--- src/sv/pmlru_pkg.sv ---
// Shared constants, controller states and control structs for the page map.
// No dependencies.
`timescale 1ns / 1ps
`default_nettype none

package pmlru_pkg;

  localparam int NUM_FRAMES = 16;
  localparam int FRAME_W    = 4;
  localparam int OFFSET_W   = 12;
  localparam int TAG_W      = 20;
  localparam int CNT_W      = 32;
  localparam int CFG_W      = 5;
  localparam int ADDR_W     = 32;
  localparam int PHYS_W     = 16;

  typedef enum logic [1:0] {
    ST_IDLE,
    ST_SCAN,
    ST_DONE
  } ctl_state_t;

  typedef struct packed {
    logic load;    // capture the input item, restart the scan
    logic step;    // examine one frame
    logic commit;  // update frame state and load the result register
  } ctl_cmd_t;

  typedef struct packed {
    logic scan_last;  // current scan index is the last active frame
  } ctl_status_t;

endpackage

`default_nettype wire

--- src/sv/pmlru_ctrl.sv ---
// Controller: sequences accept, frame scan and commit; owns the result valid.
// Depends on pmlru_pkg.
`timescale 1ns / 1ps
`default_nettype none

module pmlru_ctrl (
  input  wire                      clk,
  input  wire                      rst,
  input  wire                      in_valid,
  output logic                     in_ready,
  output logic                     out_valid,
  input  wire                      out_ready,
  input  pmlru_pkg::ctl_status_t   status,
  output pmlru_pkg::ctl_cmd_t      cmd
);
  import pmlru_pkg::*;

  ctl_state_t state, state_next;
  logic       out_valid_next;

  always_ff @(posedge clk) begin
    if (rst) begin
      state     <= ST_IDLE;
      out_valid <= 1'b0;
    end else begin
      state     <= state_next;
      out_valid <= out_valid_next;
    end
  end

  always_comb begin
    state_next = state;
    cmd        = '0;
    in_ready   = 1'b0;
    case (state)
      ST_IDLE: begin
        in_ready = 1'b1;
        if (in_valid) begin
          cmd.load   = 1'b1;
          state_next = ST_SCAN;
        end
      end
      ST_SCAN: begin
        cmd.step = 1'b1;
        if (status.scan_last) begin
          state_next = ST_DONE;
        end
      end
      ST_DONE: begin
        // wait for the result register to free up
        if (!out_valid || out_ready) begin
          cmd.commit = 1'b1;
          state_next = ST_IDLE;
        end
      end
      default: begin
        state_next = ST_IDLE;
      end
    endcase

    if (cmd.commit) begin
      out_valid_next = 1'b1;
    end else if (out_ready) begin
      out_valid_next = 1'b0;
    end else begin
      out_valid_next = out_valid;
    end
  end

endmodule

`default_nettype wire

--- src/sv/pmlru_dp.sv ---
// Datapath: frame tables, scan trackers, counters and the result register.
// Depends on pmlru_pkg.
`timescale 1ns / 1ps
`default_nettype none

module pmlru_dp (
  input  wire                                clk,
  input  wire                                rst,
  input  wire                                cfg_we,
  input  wire  [pmlru_pkg::CFG_W-1:0]        cfg_data,
  input  wire                                command,
  input  wire  [pmlru_pkg::ADDR_W-1:0]       access_addr,
  input  pmlru_pkg::ctl_cmd_t                cmd,
  output pmlru_pkg::ctl_status_t             status,
  output logic [pmlru_pkg::PHYS_W-1:0]       physical_address,
  output logic [pmlru_pkg::FRAME_W-1:0]      frame_index,
  output logic                               page_fault,
  output logic                               evicted,
  output logic                               dirty_victim,
  output logic [pmlru_pkg::CNT_W-1:0]        fault_total,
  output logic [pmlru_pkg::CNT_W-1:0]        dirty_evict_total
);
  import pmlru_pkg::*;

  // frame tables
  logic [TAG_W-1:0]   frame_tag   [NUM_FRAMES];
  logic [NUM_FRAMES-1:0] frame_used;
  logic [NUM_FRAMES-1:0] frame_clean;
  logic [CNT_W-1:0]   frame_age   [NUM_FRAMES];

  logic [CFG_W-1:0]   frames_in_use;
  logic [CNT_W-1:0]   access_counter;
  logic [CNT_W-1:0]   fault_counter;
  logic [CNT_W-1:0]   dirty_evict_counter;

  // captured item
  logic               is_write;
  logic [TAG_W-1:0]   tag;
  logic [OFFSET_W-1:0] offset;

  // scan trackers
  logic [FRAME_W-1:0] idx;
  logic [FRAME_W-1:0] last_idx;
  logic               hit_found, empty_found, clean_found, any_found;
  logic [FRAME_W-1:0] hit_idx, empty_idx, clean_idx, any_idx;
  logic [CNT_W-1:0]   clean_age, any_age;

  logic               cur_used, cur_clean, cur_match;
  logic [CNT_W-1:0]   cur_age;

  logic [FRAME_W-1:0] sel_frame;
  logic               sel_fault, sel_evict, sel_dirty;
  logic [CNT_W-1:0]   age_new;

  always_comb begin
    if (frames_in_use == '0) begin
      last_idx = '0;
    end else if (frames_in_use > CFG_W'(NUM_FRAMES)) begin
      last_idx = FRAME_W'(NUM_FRAMES - 1);
    end else begin
      last_idx = FRAME_W'(frames_in_use - CFG_W'(1));
    end
  end

  assign status.scan_last = (idx == last_idx);

  assign cur_used  = frame_used[idx];
  assign cur_clean = frame_clean[idx];
  assign cur_age   = frame_age[idx];
  assign cur_match = cur_used && (frame_tag[idx] == tag);

  // replacement choice: hit, else lowest empty, else LRU clean, else LRU of all
  always_comb begin
    sel_fault = 1'b0;
    sel_evict = 1'b0;
    sel_dirty = 1'b0;
    if (hit_found) begin
      sel_frame = hit_idx;
    end else if (empty_found) begin
      sel_fault = 1'b1;
      sel_frame = empty_idx;
    end else if (clean_found) begin
      sel_fault = 1'b1;
      sel_evict = 1'b1;
      sel_frame = clean_idx;
    end else begin
      sel_fault = 1'b1;
      sel_evict = 1'b1;
      sel_dirty = 1'b1;
      sel_frame = any_idx;
    end
  end

  assign age_new = access_counter + CNT_W'(1);

  // control state and tables with defined reset
  always_ff @(posedge clk) begin
    if (rst) begin
      frames_in_use       <= CFG_W'(NUM_FRAMES);
      frame_used          <= '0;
      frame_clean         <= '1;
      access_counter      <= '0;
      fault_counter       <= '0;
      dirty_evict_counter <= '0;
      for (int i = 0; i < NUM_FRAMES; i++) begin
        frame_age[i] <= '0;
      end
    end else begin
      if (cfg_we) begin
        frames_in_use <= cfg_data;
      end
      if (cmd.commit) begin
        access_counter       <= age_new;
        frame_age[sel_frame] <= age_new;
        if (sel_fault) begin
          fault_counter          <= fault_counter + CNT_W'(1);
          frame_used[sel_frame]  <= 1'b1;
          frame_clean[sel_frame] <= !is_write;
        end else if (is_write) begin
          frame_clean[sel_frame] <= 1'b0;
        end
        if (sel_dirty) begin
          dirty_evict_counter <= dirty_evict_counter + CNT_W'(1);
        end
      end
    end
  end

  // payload: item capture, scan trackers, tags, result register
  always_ff @(posedge clk) begin
    if (cmd.load) begin
      is_write    <= command;
      tag         <= access_addr[ADDR_W-1:OFFSET_W];
      offset      <= access_addr[OFFSET_W-1:0];
      idx         <= '0;
      hit_found   <= 1'b0;
      empty_found <= 1'b0;
      clean_found <= 1'b0;
      any_found   <= 1'b0;
    end
    if (cmd.step) begin
      idx <= idx + FRAME_W'(1);
      if (cur_match && !hit_found) begin
        hit_found <= 1'b1;
        hit_idx   <= idx;
      end
      if (!cur_used && !empty_found) begin
        empty_found <= 1'b1;
        empty_idx   <= idx;
      end
      // strict less-than keeps the lowest frame on age ties
      if (cur_used && cur_clean && (!clean_found || cur_age < clean_age)) begin
        clean_found <= 1'b1;
        clean_age   <= cur_age;
        clean_idx   <= idx;
      end
      if (cur_used && (!any_found || cur_age < any_age)) begin
        any_found <= 1'b1;
        any_age   <= cur_age;
        any_idx   <= idx;
      end
    end
    if (cmd.commit) begin
      if (sel_fault) begin
        frame_tag[sel_frame] <= tag;
      end
      physical_address  <= {sel_frame, offset};
      frame_index       <= sel_frame;
      page_fault        <= sel_fault;
      evicted           <= sel_evict;
      dirty_victim      <= sel_dirty;
      fault_total       <= sel_fault ? fault_counter + CNT_W'(1) : fault_counter;
      dirty_evict_total <= sel_dirty ? dirty_evict_counter + CNT_W'(1)
                                     : dirty_evict_counter;
    end
  end

endmodule

`default_nettype wire

--- src/sv/page_map_lru_clean_first.sv ---
// Top level of the page map with clean-first LRU replacement.
// Depends on pmlru_pkg, pmlru_ctrl and pmlru_dp.
//
//   channel  | handshake              | payload
//   ---------+------------------------+---------------------------------------
//   input    | in_valid / in_ready    | command, access_addr
//   result   | out_valid / out_ready  | physical_address, frame_index,
//            |                        | page_fault, evicted, dirty_victim,
//            |                        | fault_total, dirty_evict_total
//   config   | cfg_we                 | cfg_data (frames_in_use)
//
// Each item passes through an accept state, a serial scan that examines
// one active frame per cycle, and a commit state.
// The result register lets the next item be accepted and scanned while the
// previous result waits; commit stalls only while that result is still held.
// Reset is synchronous; no clearing pass is needed.
`timescale 1ns / 1ps
`default_nettype none

module page_map_lru_clean_first (
  input  wire                                clk,
  input  wire                                rst,
  input  wire                                cfg_we,
  input  wire  [pmlru_pkg::CFG_W-1:0]        cfg_data,
  input  wire                                in_valid,
  output logic                               in_ready,
  input  wire                                command,
  input  wire  [pmlru_pkg::ADDR_W-1:0]       access_addr,
  output logic                               out_valid,
  input  wire                                out_ready,
  output logic [pmlru_pkg::PHYS_W-1:0]       physical_address,
  output logic [pmlru_pkg::FRAME_W-1:0]      frame_index,
  output logic                               page_fault,
  output logic                               evicted,
  output logic                               dirty_victim,
  output logic [pmlru_pkg::CNT_W-1:0]        fault_total,
  output logic [pmlru_pkg::CNT_W-1:0]        dirty_evict_total
);
  import pmlru_pkg::*;

  ctl_cmd_t    cmd;
  ctl_status_t status;

  pmlru_ctrl u_ctrl (
    .clk       (clk),
    .rst       (rst),
    .in_valid  (in_valid),
    .in_ready  (in_ready),
    .out_valid (out_valid),
    .out_ready (out_ready),
    .status    (status),
    .cmd       (cmd)
  );

  pmlru_dp u_dp (
    .clk               (clk),
    .rst               (rst),
    .cfg_we            (cfg_we),
    .cfg_data          (cfg_data),
    .command           (command),
    .access_addr       (access_addr),
    .cmd               (cmd),
    .status            (status),
    .physical_address  (physical_address),
    .frame_index       (frame_index),
    .page_fault        (page_fault),
    .evicted           (evicted),
    .dirty_victim      (dirty_victim),
    .fault_total       (fault_total),
    .dirty_evict_total (dirty_evict_total)
  );

endmodule

`default_nettype wire

--- config.mk ---
export PLATFORM = sky130hd
export DESIGN_NAME = page_map_lru_clean_first
export DESIGN_NICKNAME = d
export VERILOG_FILES = /design/src/sv/pmlru_pkg.sv /design/src/sv/pmlru_ctrl.sv /design/src/sv/pmlru_dp.sv /design/src/sv/page_map_lru_clean_first.sv
export SDC_FILE = /design/constraint.sdc
export NUM_CORES = 2
export LEC_CHECK = 0
export ABC_AREA = 1
export BUFFER_PORTS_ARGS = -buffer_cell sky130_fd_sc_hd__buf_2
export CAP_MARGIN = 20
export CORE_AREA = 2 2 442 269
export CTS_CLUSTER_DIAMETER = 60
export DETAILED_ROUTE_END_ITERATION = 7
export DIE_AREA = 0 0 444 271
export GPL_ROUTABILITY_DRIVEN = 0
export PLACE_DENSITY = 0.64
export SLEW_MARGIN = 30
export SYNTH_ARGS = -nofsm -noshare
export SYNTH_HDL_FRONTEND = slang
export SYNTH_SLANG_ARGS = --single-unit
--- constraint.sdc ---
create_clock -name clk -period 5.75 [get_ports clk]
set_input_delay 0.575 -clock clk [delete_from_list [all_inputs] [get_ports clk]]
set_output_delay 0.575 -clock clk [all_outputs]
set_load 0.03 [all_outputs]
==> summary.md <==
| Metric | Value |
|---|---|
| List of most frequent post-synthesis cells | 1059 x nor2_1, 1032 x edfxtp_1, 546 x o21ai_0 |
| Path depth of the worst reg2reg path | 19 |
| Nets | 4774 |
| Leak | 19.9 nW |
| Root buffer cell | clkbuf_16 |
| Routed length per instance | 23.5 um |
| Share of post-route cells with drive strength above 1 | 10.8% |
| Yosys reg bits | 1176 |
| DPL Wire Length | 82700 um |
| Largest net degree at the start of global routing | 99 |
| PortBufs | 131 |
| Routed via count | 36000 |
| Num Clock Sinks | 1176 |
| Top flop regs | u_dp.frame_age x512, u_dp.frame_tag x320 |
| Hold Vio Cnt, Final | 0 |
| Worst slew pin tran | 1.03 ns |
| IR drop worst, VDD | 0.238 mV |
| Synth top area cells | edfxtp_1 61%, nor2_1 7.8%, dfxtp_1 5.7% |
| Crit. End Element | register |
| Gr ovfl total | 0 |
| Cell area after synthesis | 50800 um2 |
| CTS clk-pin slew, worst paths | 0.07 ns |
| Max H-tree Level | 3 |
| Reg with most FFs | u_dp.frame_age |
| Antenna violations before repair | 2 |
| Area Growth Syn to Fin | 11.5% |
| Hold Crit Depth | 1 |
| Core area | 116000 um2 |
| Synth warn | 0 |
| Final setup vio count | 0 |
| Initial Util | 43.8% |
| Final TNS setup | 0 ns |
| Slew headroom | 31.4% |
| Post-synth EDFFs | 1032 |
| Vias in the first global route | 33600 |
| Die width | 444 um |
| Leading area contributor after synthesis | edfxtp_1 |
| Critical path type | register to register |
| Largest register FFs | 512 |
| Worst Path Required | 6.17 ns |
| Synth Flop Type | edfxtp_1 |
| Die Ht | 271 um |
| 1st-iter DRT viols | 5061 |
| Final wirelength | 148000 um |
| Drt drc | 0 |
| Crit path DAT | 4.82 ns |
| Global-route wire length before repair | 220000 um |
| Hold_ws | 0.0461 ns |
| Vias per inst | 5.73 |
| Post-CTS setup buffer count | 0 |
| Worst skew pair latency | 0.72 ns |
| Fin cells | 6283 |
| Unrepaired setup endpoints after global routing | no |
| Hold Crit Class | input port to register |
| Outcome | complete, no violations |
| Maximum Capacitance Violations | 0 |
| Clock Tree Buf Depth | 3 |
| Post-synthesis sequential area ratio | 66.7% |
| Die area | 120000 um2 |
| Synth Area per Inst | 11.0 um2 |
| Detail Route Antenna Nets | 0 |
| Worst setup SP type | register |
| Post-layout min period | 4.40 ns |
| Most frequent cell after synthesis | nor2_1 |
| Row count | 97 |
| Final Slew Violations | 0 |
| Total CTS buffers | 103 |
| Tot GR Track Use | 24.3% |
| Post-CTS sizing | 0 |
| Clock Skews | 0.0232 ns |
| Max FO, Critical Path | 70 |
| Io pins | 132 |
| Syn nets | 4730 |
| Detailed Routing Iterations Pass 1 | 6 |
| CTS tree | yes |
| PD cells | 352 nW/um2 |
| N_diodes | 0 |
| Cells after Synth | 4620 |
| Post-synth cell types | 52 |
| Final cycle utilization of the critical path | 76.6% |
| Max Freq | 227 MHz |
| Async SR Flop Fraction | 0% |
| Placed instance count | 6070 |
| Post-synth top area share | 61.0% |
| Util after Layout | 48.8% |
cell type report:
cell class | instances | area, um2
repair buffers | 245 | 1700
clock buffers | 143 | 2900
inverters | 377 | 1430
clock inverters | 47 | 388
flip-flops and latches | 1176 | 33900
fillers | 10200 | 59300
multi-input cells | 2761 | 14400
well taps | 1534 | 1920
per-layer routing:
layer / GRT usage (%) / part of all wire (%)
met5: 0 / 0
met4: 5.33 / 1.8
met3: 6.78 / 13
met2: 33.0 / 40
met1: 38.0 / 45
worst paths after layout:
kind                            slack (ns)                                 end                      from
worst max register to register        1.35        u_dp.clean_age[29]$_DFFE_PP_                  register
worst min register to register        0.42  u_dp.physical_address[4]$_DFFE_PP_  u_dp.offset[4]$_DFFE_PP_
worst max-delay path                  1.35        u_dp.clean_age[29]$_DFFE_PP_                  register
worst min-delay path                  0.05              u_dp.tag[15]$_DFFE_PP_           access_addr[27]
cells by family (layout without fill, tap and decap cells):
| family | after synthesis | count (layout) | share of synthesized area (%) |
|---|---|---|---|
| compound gates | 1012 | 1012 | 11.7 |
| fa+ha+maj | 67 | 67 | 1.65 |
| xor+xnor | 90 | 90 | 1.58 |
| buf+inv | 683 | 812 | 5.27 |
| simple gates | 1592 | 1592 | 13.0 |
| flops | 1176 | 1176 | 66.7 |
worst max-delay path, stage by stage, from the launching register on:
cell and delay [ns]:
dfxtp_4 0.52, inv_6 0.53, buf_4 0.38, o21ai_0 0.13
o221ai_1 0.18, o211ai_1 0.15, nand2_1 0.20, ha_1 0.27
a21oi_1 0.14, o21ai_0 0.11, nand3_1 0.08, a21oi_1 0.06
a211oi_1 0.25, nor2_1 0.07, a211oi_1 0.20, nand2_1 0.09
nand2_1 0.06, nand2_1 0.07, inv_2 0.30, buf_4 0.26
power by group:
group | internal [mW] | total, mW | switching [mW]
registers | 9.58 | 9.76 | 0.183
clock network | 3.80 | 6.98 | 3.19
logic | 0.911 | 3.17 | 2.26
layout by cell type (no fill, tap or decap), types with 25 or more instances in the layout:
cell          n
a21oi_1     128
buf_2       130
buf_4        81
clkbuf_1     28
clkbuf_16   108
clkinv_1     25
dfxtp_1     140
edfxtp_1   1032
ha_1         67
inv_1       354
nand2_1     264
nand2_2      38
nand3_1     100
nor2_1     1041
nor2_2       43
nor3_1       25
o211ai_1     73
o21ai_0     546
o221ai_1    135
o22ai_1      71
xor2_1       80
stage by stage:
| stage | power (mW) | worst slack (ns) | area (um2) |
|---|---|---|---|
| detailed placement | 13.0 | 1.45 | 53100 |
| CTS | 19.9 | 1.41 | 56600 |
| finish | 19.9 | 1.35 | 56600 |
| global placement | 13.0 | 1.52 | 53100 |
| floorplan | 11.9 | 1.67 | 50800 |
| global route | 20.7 | 0.891 | 56600 |
repair_timing:
action | in CTS | in global routing
endpoints found under the hold margin | 23 | 0
endpoints found under the setup margin | 0 | 0
hold buffers | 23 | 0
No activity file was read; power rests on OpenSTA's default activity.
